File: src/hdl/assert_macros.svh
// Assertion shorthands, clocked on clk and held off while arst_n is low.
`ifndef ASSERT_MACROS_SVH
`define ASSERT_MACROS_SVH

// same-cycle implication
`define ASSERT_SAME(label, ante, cons, msg) \
	label: assert property (@(posedge clk) disable iff (!arst_n) (ante) |-> (cons)) \
		else $error(msg);

// next-cycle implication
`define ASSERT_NEXT(label, ante, cons, msg) \
	label: assert property (@(posedge clk) disable iff (!arst_n) (ante) |=> (cons)) \
		else $error(msg);

`endif

File: src/hdl/pidc_pkg.sv
package pidc_pkg;

	localparam int DataW     = 32;              // Q16.16 values and bias, Q8.24 gains
	localparam int TimeW     = 24;              // Q8.16 time step
	localparam int FracW     = 16;
	localparam int GainFracW = 24;
	localparam int IntW      = 48;              // Q32.16 integral and derivative
	localparam int GainW     = 32;
	localparam int MulBW     = TimeW + 1;       // signed B operand of the multiplier
	localparam int ProdW     = GainW + MulBW;
	localparam int AccW      = 58;              // output sum before clamping
	localparam int DvdW      = DataW + 1 + FracW;

	localparam int VALUE_WIDTH_DEF = 32;
	localparam int EffWMin         = 16;
	localparam int EffWMax         = 32;

	localparam logic [DataW-1:0] GainPReset = 32'd3355443;
	localparam logic [DataW-1:0] GainIReset = 32'd83886;
	localparam logic [DataW-1:0] GainDReset = 32'd1677722;
	localparam logic [DataW-1:0] BiasReset  = 32'd0;

	typedef enum logic [1:0] {
		CFG_GAIN_P,
		CFG_GAIN_I,
		CFG_GAIN_D,
		CFG_BIAS
	} cfg_idx_t;

	typedef enum logic [2:0] {
		ST_IDLE,
		ST_LOAD,
		ST_MUL,
		ST_ACC,
		ST_DIV_WAIT,
		ST_FIN
	} state_t;

	typedef enum logic [2:0] {
		OP_INT,
		OP_KP_LO,
		OP_KP_HI,
		OP_KI_LO,
		OP_KI_HI,
		OP_KD_LO,
		OP_KD_HI
	} mul_op_t;

	typedef struct packed {
		logic signed [DataW-1:0] measured_value;
		logic signed [DataW-1:0] setpoint;
		logic        [TimeW-1:0] time_step;
	} pidc_in_t;

	typedef struct packed {
		logic signed [DataW-1:0] drive;
		logic                    zero_step_flag;
		logic                    saturated_flag;
	} pidc_out_t;

endpackage

File: src/hdl/pid_controller_step.sv
// PID controller, one control step per input beat.
//
// Input channel (in_valid/in_ready/in_item): measured value, setpoint and
// time step. Output channel (out_valid/out_ready/out_item): saturated drive
// plus zero-step and saturation flags, exactly one result beat per input beat.
// The user must write gains and bias via cfg_wr_en/cfg_index/cfg_data only while idle; unenforced.
//
// The step time is set by the 49-step restoring divider for the derivative,
// which is not started when the time step is zero. in_ready comes back the
// cycle after the result is loaded. The seven gain and integral products go
// through one shared 32x25 multiplier, each through the ST_MUL and ST_ACC
// states, mostly hidden under the division.
//
// Reset clears the integral and the previous error and loads the default
// gains. A finished result sits in the output register; a new beat may be
// taken while it waits, but the next result is held back until out_ready
// frees that register.
`include "assert_macros.svh"

module pid_controller_step #(
	parameter int VALUE_WIDTH = pidc_pkg::VALUE_WIDTH_DEF
) (
	input  logic                             clk,
	input  logic                             arst_n,
	input  logic                             in_valid,
	output logic                             in_ready,
	input  pidc_pkg::pidc_in_t               in_item,
	output logic                             out_valid,
	input  logic                             out_ready,
	output pidc_pkg::pidc_out_t              out_item,
	input  logic                             cfg_wr_en,
	input  logic [1:0]                       cfg_index,
	input  logic [pidc_pkg::DataW-1:0]       cfg_data
);

	localparam int DataW = pidc_pkg::DataW;
	localparam int TimeW = pidc_pkg::TimeW;
	localparam int FracW = pidc_pkg::FracW;
	localparam int GFrac = pidc_pkg::GainFracW;
	localparam int IntW  = pidc_pkg::IntW;
	localparam int MulBW = pidc_pkg::MulBW;
	localparam int ProdW = pidc_pkg::ProdW;
	localparam int AccW  = pidc_pkg::AccW;
	localparam int DvdW  = pidc_pkg::DvdW;

	// working width of error and drive, held to 16..32 bits
	localparam int EffW = (VALUE_WIDTH < pidc_pkg::EffWMin) ? pidc_pkg::EffWMin :
		((VALUE_WIDTH > pidc_pkg::EffWMax) ? pidc_pkg::EffWMax : VALUE_WIDTH);

	localparam logic [DataW-1:0] ClampMax = DataW'((64'd1 << (EffW - 1)) - 64'd1);
	localparam logic [DataW-1:0] ClampMin = ~ClampMax;

	pidc_pkg::state_t  state_q, state_d;
	pidc_pkg::mul_op_t op_q, op_next;

	// registers
	logic [DataW-1:0] gain_p_q, gain_i_q, gain_d_q, bias_q;

	// controller state
	logic [IntW-1:0]  integ_q;
	logic [DataW-1:0] prev_q;

	// per-step working registers
	logic [DataW-1:0]        err_q;
	logic [TimeW-1:0]        dt_q;
	logic                    zero_q;
	logic                    sat_q;
	logic                    neg_q;
	logic [IntW-1:0]         deriv_q;
	logic signed [ProdW-1:0] mul_q;
	logic [AccW-1:0]         acc_q;
	pidc_pkg::pidc_out_t     out_item_q;
	logic                    out_valid_q;

	// strobes from the sequencer
	logic accept, div_start, out_load;

	// error path
	logic [DataW:0]   err_diff;
	logic             err_hit;
	logic [DataW-1:0] err_val;

	// derivative dividend
	logic [DataW:0] dd;
	logic [DataW:0] dd_mag;

	// shared multiplier operands
	logic [IntW-1:0]         op_v;
	logic signed [DataW-1:0] mul_a;
	logic signed [MulBW-1:0] mul_b;

	// integral update
	logic [IntW:0]   int_sum;
	logic            int_hit;
	logic [IntW-1:0] int_val;

	// derivative clamp
	logic            div_busy;
	logic [DvdW-1:0] div_quot;
	logic            dq_hit_pos, dq_hit_neg;
	logic [IntW-1:0] deriv_val;

	// output clamp
	logic [AccW-EffW:0] acc_top;
	logic               drv_hit;
	logic [DataW-1:0]   drv_val;

	//------------------------------------------------------------------
	// error = measured - setpoint, clamped to the working width
	assign err_diff = {in_item.measured_value[DataW-1], in_item.measured_value}
		- {in_item.setpoint[DataW-1], in_item.setpoint};
	assign err_hit  = !((&err_diff[DataW:EffW-1]) || !(|err_diff[DataW:EffW-1]));
	assign err_val  = err_hit ? (err_diff[DataW] ? ClampMin : ClampMax) : err_diff[DataW-1:0];

	// error minus previous error, magnitude scaled by 2^16 for the divider
	assign dd     = {err_q[DataW-1], err_q} - {prev_q[DataW-1], prev_q};
	assign dd_mag = dd[DataW] ? (~dd + 1'b1) : dd;

	pidc_div u_div (
		.clk      (clk),
		.arst_n   (arst_n),
		.start    (div_start),
		.dividend ({dd_mag, {FracW{1'b0}}}),
		.divisor  (dt_q),
		.busy     (div_busy),
		.quotient (div_quot)
	);

	// quotient truncates toward zero; clamp to signed 48 bits after the sign
	assign dq_hit_pos = |div_quot[DvdW-1:IntW-1];
	assign dq_hit_neg = div_quot[DvdW-1] | (div_quot[IntW-1] & (|div_quot[IntW-2:0]));
	always_comb begin
		if (neg_q) begin
			deriv_val = dq_hit_neg ? {1'b1, {(IntW-1){1'b0}}} : (~div_quot[IntW-1:0] + 1'b1);
		end else begin
			deriv_val = dq_hit_pos ? {1'b0, {(IntW-1){1'b1}}} : div_quot[IntW-1:0];
		end
	end

	//------------------------------------------------------------------
	// Shared multiplier. A gain times a 48-bit operand is done in two halves:
	// gain*hi counts in full, floor(gain*lo / 2^24) is added to it.
	always_comb begin
		op_v  = '0;
		mul_a = '0;
		mul_b = '0;
		case (op_q) inside
			pidc_pkg::OP_INT: begin
				mul_a = prev_q;
				mul_b = {1'b0, dt_q};
			end
			pidc_pkg::OP_KP_LO, pidc_pkg::OP_KP_HI: begin
				op_v  = {{(IntW-DataW){err_q[DataW-1]}}, err_q};
				mul_a = gain_p_q;
			end
			pidc_pkg::OP_KI_LO, pidc_pkg::OP_KI_HI: begin
				op_v  = integ_q;
				mul_a = gain_i_q;
			end
			pidc_pkg::OP_KD_LO, pidc_pkg::OP_KD_HI: begin
				op_v  = deriv_q;
				mul_a = gain_d_q;
			end
			default: begin
				op_v  = '0;
				mul_a = '0;
			end
		endcase
		case (op_q) inside
			pidc_pkg::OP_KP_LO, pidc_pkg::OP_KI_LO, pidc_pkg::OP_KD_LO:
				mul_b = {1'b0, op_v[GFrac-1:0]};
			pidc_pkg::OP_KP_HI, pidc_pkg::OP_KI_HI, pidc_pkg::OP_KD_HI:
				mul_b = {op_v[IntW-1], op_v[IntW-1:GFrac]};
			default:
				mul_b = {1'b0, dt_q};
		endcase
	end

	// integral += floor(prev_error * dt / 2^16), saturating at 48 bits
	assign int_sum = {integ_q[IntW-1], integ_q}
		+ {{(IntW+1-(ProdW-FracW)){mul_q[ProdW-1]}}, mul_q[ProdW-1:FracW]};
	assign int_hit = int_sum[IntW] ^ int_sum[IntW-1];
	assign int_val = int_hit ? (int_sum[IntW] ? {1'b1, {(IntW-1){1'b0}}}
		: {1'b0, {(IntW-1){1'b1}}}) : int_sum[IntW-1:0];

	// drive clamp to the working width
	assign acc_top = acc_q[AccW-1:EffW-1];
	assign drv_hit = !((&acc_top) || !(|acc_top));
	assign drv_val = drv_hit ? (acc_q[AccW-1] ? ClampMin : ClampMax) : acc_q[DataW-1:0];

	//------------------------------------------------------------------
	// sequencer
	always_comb begin
		case (op_q)
			pidc_pkg::OP_INT:   op_next = pidc_pkg::OP_KP_LO;
			pidc_pkg::OP_KP_LO: op_next = pidc_pkg::OP_KP_HI;
			pidc_pkg::OP_KP_HI: op_next = pidc_pkg::OP_KI_LO;
			pidc_pkg::OP_KI_LO: op_next = pidc_pkg::OP_KI_HI;
			pidc_pkg::OP_KI_HI: op_next = pidc_pkg::OP_KD_LO;
			pidc_pkg::OP_KD_LO: op_next = pidc_pkg::OP_KD_HI;
			default:            op_next = pidc_pkg::OP_INT;
		endcase
	end

	always_comb begin
		state_d = state_q;
		unique case (state_q)
			pidc_pkg::ST_IDLE:
				if (in_valid) begin
					state_d = pidc_pkg::ST_LOAD;
				end
			pidc_pkg::ST_LOAD:
				state_d = pidc_pkg::ST_MUL;
			pidc_pkg::ST_MUL:
				state_d = pidc_pkg::ST_ACC;
			pidc_pkg::ST_ACC:
				if (op_q == pidc_pkg::OP_KD_HI) begin
					state_d = pidc_pkg::ST_FIN;
				end else if (op_q == pidc_pkg::OP_KI_HI) begin
					state_d = pidc_pkg::ST_DIV_WAIT;
				end else begin
					state_d = pidc_pkg::ST_MUL;
				end
			pidc_pkg::ST_DIV_WAIT:
				if (!div_busy) begin
					state_d = pidc_pkg::ST_MUL;
				end
			pidc_pkg::ST_FIN:
				if (!out_valid_q || out_ready) begin
					state_d = pidc_pkg::ST_IDLE;
				end
			default:
				state_d = pidc_pkg::ST_IDLE;
		endcase
	end

	always_comb begin
		in_ready  = 1'b0;
		div_start = 1'b0;
		out_load  = 1'b0;
		unique case (state_q)
			pidc_pkg::ST_IDLE: in_ready  = 1'b1;
			pidc_pkg::ST_LOAD: div_start = !zero_q;
			pidc_pkg::ST_FIN:  out_load  = !out_valid_q || out_ready;
			default: begin
				in_ready  = 1'b0;
				div_start = 1'b0;
				out_load  = 1'b0;
			end
		endcase
	end

	assign accept = in_valid && in_ready;

	//------------------------------------------------------------------
	// control, registers and controller state
	always_ff @(posedge clk or negedge arst_n) begin
		if (!arst_n) begin
			state_q     <= pidc_pkg::ST_IDLE;
			op_q        <= pidc_pkg::OP_INT;
			out_valid_q <= 1'b0;
			gain_p_q    <= pidc_pkg::GainPReset;
			gain_i_q    <= pidc_pkg::GainIReset;
			gain_d_q    <= pidc_pkg::GainDReset;
			bias_q      <= pidc_pkg::BiasReset;
			integ_q     <= '0;
			prev_q      <= '0;
		end else begin
			state_q <= state_d;

			if (state_q == pidc_pkg::ST_LOAD) begin
				op_q <= pidc_pkg::OP_INT;
			end else if (state_q == pidc_pkg::ST_ACC) begin
				op_q <= op_next;
			end

			if (out_load) begin
				out_valid_q <= 1'b1;
			end else if (out_ready) begin
				out_valid_q <= 1'b0;
			end

			if (cfg_wr_en) begin
				unique case (cfg_index)
					pidc_pkg::CFG_GAIN_P: gain_p_q <= cfg_data;
					pidc_pkg::CFG_GAIN_I: gain_i_q <= cfg_data;
					pidc_pkg::CFG_GAIN_D: gain_d_q <= cfg_data;
					pidc_pkg::CFG_BIAS:   bias_q   <= cfg_data;
					default:              bias_q   <= bias_q;
				endcase
			end

			if (state_q == pidc_pkg::ST_ACC && op_q == pidc_pkg::OP_INT) begin
				integ_q <= int_val;
			end

			// error becomes the previous error once its result is out
			if (out_load) begin
				prev_q <= err_q;
			end
		end
	end

	// datapath
	always_ff @(posedge clk) begin
		if (accept) begin
			err_q  <= err_val;
			dt_q   <= in_item.time_step;
			zero_q <= in_item.time_step == '0;
		end

		if (state_q == pidc_pkg::ST_LOAD) begin
			acc_q   <= {{(AccW-DataW){bias_q[DataW-1]}}, bias_q};
			sat_q   <= 1'b0;
			neg_q   <= dd[DataW];
			deriv_q <= '0;
		end

		if (state_q == pidc_pkg::ST_MUL) begin
			mul_q <= mul_a * mul_b;
		end

		if (state_q == pidc_pkg::ST_ACC) begin
			case (op_q) inside
				pidc_pkg::OP_INT:
					sat_q <= int_hit;
				pidc_pkg::OP_KP_LO, pidc_pkg::OP_KI_LO, pidc_pkg::OP_KD_LO:
					acc_q <= acc_q + {{(AccW-(ProdW-GFrac)){mul_q[ProdW-1]}},
						mul_q[ProdW-1:GFrac]};
				pidc_pkg::OP_KP_HI, pidc_pkg::OP_KI_HI, pidc_pkg::OP_KD_HI:
					acc_q <= acc_q + {{(AccW-ProdW){mul_q[ProdW-1]}}, mul_q};
				default:
					acc_q <= acc_q;
			endcase
		end

		if (state_q == pidc_pkg::ST_DIV_WAIT && !div_busy && !zero_q) begin
			deriv_q <= deriv_val;
		end

		if (out_load) begin
			out_item_q.drive          <= drv_val;
			out_item_q.zero_step_flag <= zero_q;
			out_item_q.saturated_flag <= sat_q | drv_hit;
		end
	end

	assign out_valid = out_valid_q;
	assign out_item  = out_item_q;

	//------------------------------------------------------------------
	`ASSERT_NEXT(a_accept_starts_step, in_valid && in_ready,
		!in_ready && state_q == pidc_pkg::ST_LOAD, "step did not start after accept")
	`ASSERT_SAME(a_div_within_step, div_busy,
		state_q == pidc_pkg::ST_MUL || state_q == pidc_pkg::ST_ACC || state_q == pidc_pkg::ST_DIV_WAIT,
		"divider running outside a step")
	`ASSERT_SAME(a_deriv_ready, state_q == pidc_pkg::ST_MUL && (op_q == pidc_pkg::OP_KD_LO || op_q == pidc_pkg::OP_KD_HI),
		!div_busy, "derivative product issued before quotient")
	`ASSERT_SAME(a_drive_in_range, out_valid,
		(&out_item.drive[DataW-1:EffW-1]) || !(|out_item.drive[DataW-1:EffW-1]),
		"drive outside working width")

endmodule

File: src/hdl/pidc_div.sv
// Restoring divider, one quotient bit per cycle, unsigned magnitudes.
module pidc_div (
	input  logic                       clk,
	input  logic                       arst_n,
	input  logic                       start,
	input  logic [pidc_pkg::DvdW-1:0]  dividend,
	input  logic [pidc_pkg::TimeW-1:0] divisor,
	output logic                       busy,
	output logic [pidc_pkg::DvdW-1:0]  quotient
);

	localparam int DvdW = pidc_pkg::DvdW;
	localparam int DvsW = pidc_pkg::TimeW;
	localparam int CntW = $clog2(DvdW + 1);

	logic [CntW-1:0] cnt_q;
	logic [DvdW-1:0] dvd_q;     // dividend shifts out, quotient shifts in
	logic [DvsW-1:0] rem_q;
	logic [DvsW-1:0] dvs_q;
	logic [DvsW:0]   rem_w;
	logic [DvsW:0]   rem_d;
	logic            fits;

	assign rem_w    = {rem_q, dvd_q[DvdW-1]};
	assign rem_d    = rem_w - {1'b0, dvs_q};
	assign fits     = rem_w >= {1'b0, dvs_q};
	assign busy     = cnt_q != '0;
	assign quotient = dvd_q;

	always_ff @(posedge clk or negedge arst_n) begin
		if (!arst_n) begin
			cnt_q <= '0;
		end else if (start) begin
			cnt_q <= CntW'(DvdW);
		end else if (busy) begin
			cnt_q <= cnt_q - 1'b1;
		end
	end

	always_ff @(posedge clk) begin
		if (start) begin
			dvd_q <= dividend;
			rem_q <= '0;
			dvs_q <= divisor;
		end else if (busy) begin
			rem_q <= fits ? rem_d[DvsW-1:0] : rem_w[DvsW-1:0];
			dvd_q <= {dvd_q[DvdW-2:0], fits};
		end
	end

endmodule
File: config.mk
export PLATFORM = sky130hd
export DESIGN_NAME = pid_controller_step
export DESIGN_NICKNAME = d
export VERILOG_FILES = /design/src/hdl/pidc_pkg.sv /design/src/hdl/pid_controller_step.sv /design/src/hdl/pidc_div.sv
export VERILOG_INCLUDE_DIRS = /design/src /design/src/hdl
export SDC_FILE = /design/constraint.sdc
export NUM_CORES = 2
export LEC_CHECK = 0
export ABC_CLOCK_PERIOD_IN_PS = 22400
export BUFFER_PORTS_ARGS = -buffer_cell sky130_fd_sc_hd__buf_4
export CORE_UTILIZATION = 71
export CTS_CLUSTER_SIZE = 40
export DETAILED_ROUTE_END_ITERATION = 12
export PLACE_DENSITY = 0.89
export SLEW_MARGIN = 20
export SYNTH_ARGS = -nofsm -noshare
export SYNTH_HDL_FRONTEND = slang
export SYNTH_HIERARCHICAL = 1
export SYNTH_SLANG_ARGS = --single-unit
File: constraint.sdc
create_clock -name clk -period 22.4 [get_ports clk]
set_input_delay 1.12 -clock clk [delete_from_list [all_inputs] [get_ports clk]]
set_output_delay 1.12 -clock clk [all_outputs]
set_load 0.005 [all_outputs]
---- After elaboration in Yosys (flattened, before gate mapping) ----
Index checks and enable logic that the tools add are counted.
W data, S select, Z words.
word-level totals
  bits in read-only memories .............. 0
  logic and storage cells ................. 147
  bits of input ports ..................... 127
  memories ................................ 0
  latch bits .............................. 0
  register bits ........................... 574
  memory bits (writable) .................. 0
  output and inout bits ................... 36
cells by class
  add/sub/neg operators ................... 9
  bitwise logic cells ..................... 6
  reduce and logical (&&, ||, !) cells .... 38
  muxes and demuxes ....................... 49
  div/mod/pow operators ................... 0
  multipliers ............................. 1
  equality and inequality tests ........... 18
  shift-type cells ........................ 0
  magnitude comparators ................... 1
operators by type and width
  kind                     count
  $mux W48                 11
  $mux W58                 5
  $mux W32                 8
  $add A58 B58 Y58         2
  $mux W49                 2
  $sub A32 B32 Y33         2
  $mul A32 B25 Y57         1
  $mux W25                 2
  $add A48 B41 Y49         1
  $add A48 B1 Y48 const B  1
  $not A48 Y48             1
  $reduce_or A47 Y1        1
  $pmux W3 S6              2
  $add A33 B1 Y33 const B  1
  $mux W33                 1
  $not A33 Y33             1
  $reduce_and A27 Y1       1
  $reduce_or A27 Y1        1
  $ge A25 B24 Y1           1
  $logic_not A24 Y1        1
  $mux W24                 1
  $sub A24 B24 Y24         1
  $mux W3                  7
  $eq A3 B3 Y1 const B     5
  23 further kinds         62

---- Logic depth before layout (Yosys ltp) ----
  word-level depth ........................ 9
  depth in mapped cells ................... 36
  gate-level depth less buffers ........... 33

---- Cells and area by module ----
The synthesis kept the hierarchy.
modules (own cells, without submodules)
  module               instances  sequential area each (sq um)  area an instance (sq um)  cells each
  pid_controller_step  1          13,098.8                      59,629.7                  6,504
  pidc_div             1          2,822.7                       5,524.0                   492

---- Worst setup path after synthesis ----
Ideal clock, no wire load.
  path kind ............................... reg-to-reg
  start ................................... register op_q[2]
  end ..................................... register mul_q[56] (data pin)
  cell stages (with the launch flop) ...... 33
  path slack .............................. 13.499 ns
  data required time ...................... 22.141 ns
  arrival ................................. 8.642 ns
  cell sequence ........................... dfrtp_1 > clkbuf_1 > buf_1 > mux2_2 > a22oi_1 > nor2_1 > a211oi_1 > nor2_1 > fa_1 > fa_1 > inv_1 > fa_1 > fa_1 > inv_1 > fa_1 > fa_1 > inv_1 > fa_1 > inv_1 > ha_1 > clkbuf_1 > a21o_1 > a21o_1 > a221oi_1 > o31ai_1 > a311o_1 > o21ai_1 > a31oi_1 > a31oi_1 > nor3b_1 > a211o_1 > a21oi_1 > xnor2_1
on the way
  word-level cells in the longest chain between the ends .. 9
  elaborated cells between the ends (all ways) .. 23
RTL lines
  item                    line                        source
  start, declared         pid_controller_step.sv:54   pidc_pkg::mul_op_t op_q, op_next;
  start signal, assigned  pid_controller_step.sv:260  op_q <= pidc_pkg::OP_INT;
  start signal, assigned  pid_controller_step.sv:272  op_q <= pidc_pkg::OP_INT;
  start signal, assigned  pid_controller_step.sv:274  op_q <= op_next;
  $eq A3 B3 Y1            --
  $reduce_or A2 Y1        pid_controller_step.sv:147  case (op_q) inside
  $mux W48 (4 in series)  pid_controller_step.sv:147
  $mux W25 (2 in series)  pid_controller_step.sv:169  case (op_q) inside
  $mul A32 B25 Y57 (*)    pid_controller_step.sv:320  mul_q <= mul_a * mul_b;
  end signal, assigned    pid_controller_step.sv:320
  end, declared           pid_controller_step.sv:70   logic signed [ProdW-1:0] mul_q;
Mark *: on every way between the ends. The rest lies on a longest branch, timed or not.
A chain may end at the register's enable or synchronous reset.

---- Worst setup path in the final report ----
  start ................................... register op_q[1]
  end ..................................... register mul_q[54] (data pin)
Same word-level chain as after synthesis.

==> flow_summary.ini <==
[status]
status = finished, final reports clean

[setup_path]
worst_path_dominant_cell_family = adder cells
end_kind = register
cp_data_required_time_ns = 22.77
cp_num_cells = 28
arrival_ns = 12.09
worstSetupPathType = register to register
slowest_delay_ns = 0.98
crit_top_cell = fa_1
reg2reg_to = mul_q[54]
r2r_slack_ns = 10.68
crit_buf_inv = 5
rr_startpoint = op_q[1]
crit_start = op_q[1]
cp-start-kind = register
cpMaxStageDelayCell = o221ai_4
cp_max_fo = 61
worstRegToRegCells = 28

[place]
gp_congestion = 1.05
dp.cells = 8094
port_buffers = 162
hpwlAfterDp_um = 167000

[drt]
vias_per_cell = 6.70
vias = 55074
first_iter_violations = 7139
drtPass1Iterations = 6
detail_route.wl_per_cell_um = 26.5
routed_wl_um = 218000
drt_drc_violations_left = 0
route.antenna.remaining_nets = 0

[final_layout]
n_fill_cell = 5927
final_cell_mix = inv_1, fa_1, nand2_1
seqCellArea_mm2 = 0.0159
drive_above_1_share_pct = 11.2
multiInputGateArea_mm2 = 0.0448
final_common_cell = inv_1
finalNonFillerCells = 8215
fin_nets = 8283
syn2layout_area_growth_pct = 7.53

[sta]
worst_clock_skew_ns = 0.0409
slew_headroom_pct = 15.5
post-route-period-util_pct = 52.3
setup_violations = 0
hold_violations = 0
rsz0062_at_grt = false
fin_crit_ns = 11.72
finalSetupTns_ns = 0
slew_violations = 0
fmax_mhz = 85.3
worstMarginPinSlew_ns = 1.26

[yosys]
synthArstFlopShare_pct = 38.5
synthDistinctLibCells = 98
avgSynthCellArea_um2 = 9.31
yosysWarnings = 6
synth-main-ff-cell = edfxtp_1
synth.largest_area_cell = fa_1
ys_seq_area_share_pct = 24.4
syn_area_mm2 = 0.0652
synthTopCellsByArea = fa_1, edfxtp_1, dfrtp_1
synth-seq-cells = 574
synthCells = 6996
synth_edf_count = 328
synthDominantCellAreaShare_pct = 25.3

[die]
core_mm2 = 0.0904
die_x_um = 305
die-area_mm2 = 0.0930
ioPinCount = 163
start_util_pct = 72.1
die_h_um = 305
placementRows = 110

[worst_hold_path]
hold_path_class = register to register
worst_hold_path.num_cells = 2
min_from = u_div/rem_q[12]
whs_endpoint = u_div/rem_q[12]

[grt]
antenna_found_initial = 13
track_usage_pct = 47.2
grt_first_pass_wirelength_um = 331000
grt_max_degree = 89
overflow = 0
grt_pass1_vias = 56072

[clock_tree]
root_buffer = clkbuf_16
cts.sinks = 574
clk_latency_ns = 0.66
post_cts_buffers = 0
cts_tree = done
clk_pin_slew_ns = 0.07
htreeDepth = 2
post_cts_resize_count = 0
cts_made_buffers = 60
postCtsHoldBufs = 0
clockBufferDepth = 3

[run]
cap_viol_max_count = 0
-- sequential cells by signal, summed over array words and instances, names as in the netlist, 34 cells and up --
| register | count |
|---|---|
| u_div/quotient | 49 |
| deriv_q | 48 |
| integ_q | 48 |
| acc_q | 58 |
| out_item | 34 |
| mul_q | 57 |
-- worst min-delay path, cell delays in order, from the launching register on --
cell and delay, ns:
dfxtp_1 0.33, nand2_1 0.06, a21oi_1 0.05
-- kinds of logic (layout without fill, tap and decap cells) --
| kind of cell | count (synthesis) | after routing | share of synthesized area (%) |
|---|---|---|---|
| adders and majority gates | 1198 | 1198 | 32.4 |
| xor gates and xnor gates | 257 | 257 | 3.45 |
| and+or+nand+nor | 2042 | 2042 | 13.8 |
| DFF | 574 | 574 | 24.4 |
| muxes | 298 | 298 | 5.10 |
| buffers and inverters | 1312 | 1334 | 7.63 |
| AOI/OAI and AO/OA | 1314 | 1314 | 13.2 |
| other | 1 | 22 | 0.00576 |
-- routing by layer --
metal / GRT usage, % / share of wire, %
met2: 70.2 / 43
met4: 27.1 / 7.3
met1: 61.4 / 36
met5: 0 / 0.048
met3: 14.8 / 14
-- layout make-up --
class | instances | area share (%)
Antenna cell | 6 | 0.0214
Clock buffer | 78 | 2.46
Clock inverter | 36 | 0.773
Inverter | 959 | 5.14
Multi-Input combinational cell | 5125 | 63.9
Sequential cell | 574 | 22.7
Tap cell | 1176 | 2.10
Timing Repair Buffer | 261 | 2.82
-- synthesized netlist by cell type, drive strengths merged (69+ instances only) --
master and number:
a21oi 316, edfxtp 328, xor2 85, nand2b 71, mux2 270, nor2b 75
nor3 69, o21ai 286, dfrtp 188, clkbuf 312, nor2 728, ha 351
a31oi 92, fa 824, a211oi 100, nand2 784, xnor2 172, a21o 158
inv 958
-- stage by stage --
| stage | setup slack [ns] | utilization [%] | hold slack [ns] | instance area [µm²] |
|---|---|---|---|---|
| 6_report | 10.68 | 77.5 | 0.487 | 70100 |
| 5_1_grt | 10.45 | 77.5 | 0.512 | 70000 |
| 3_5_place_dp | 11.30 | 74.9 | 0.478 | 67700 |
| 2_1_floorplan | 13.50 | - | 0.426 | 65200 |
| 4_1_cts | 11.25 | 77.4 | 0.489 | 70000 |
| 3_3_place_gp | 11.28 | 74.9 | 0.466 | 67700 |
-- worst max-delay path by stage --
stage	end	slack, ns
global placement	mul_q[54]	11.28
finish	mul_q[54]	10.68
global route	mul_q[56]	10.45
floorplan	mul_q[56]	13.50
detailed placement	mul_q[56]	11.30
CTS	mul_q[56]	11.25
Power is not shown: default switching activity piles up to over one toggle a cycle in this logic, so the estimate is an artifact.
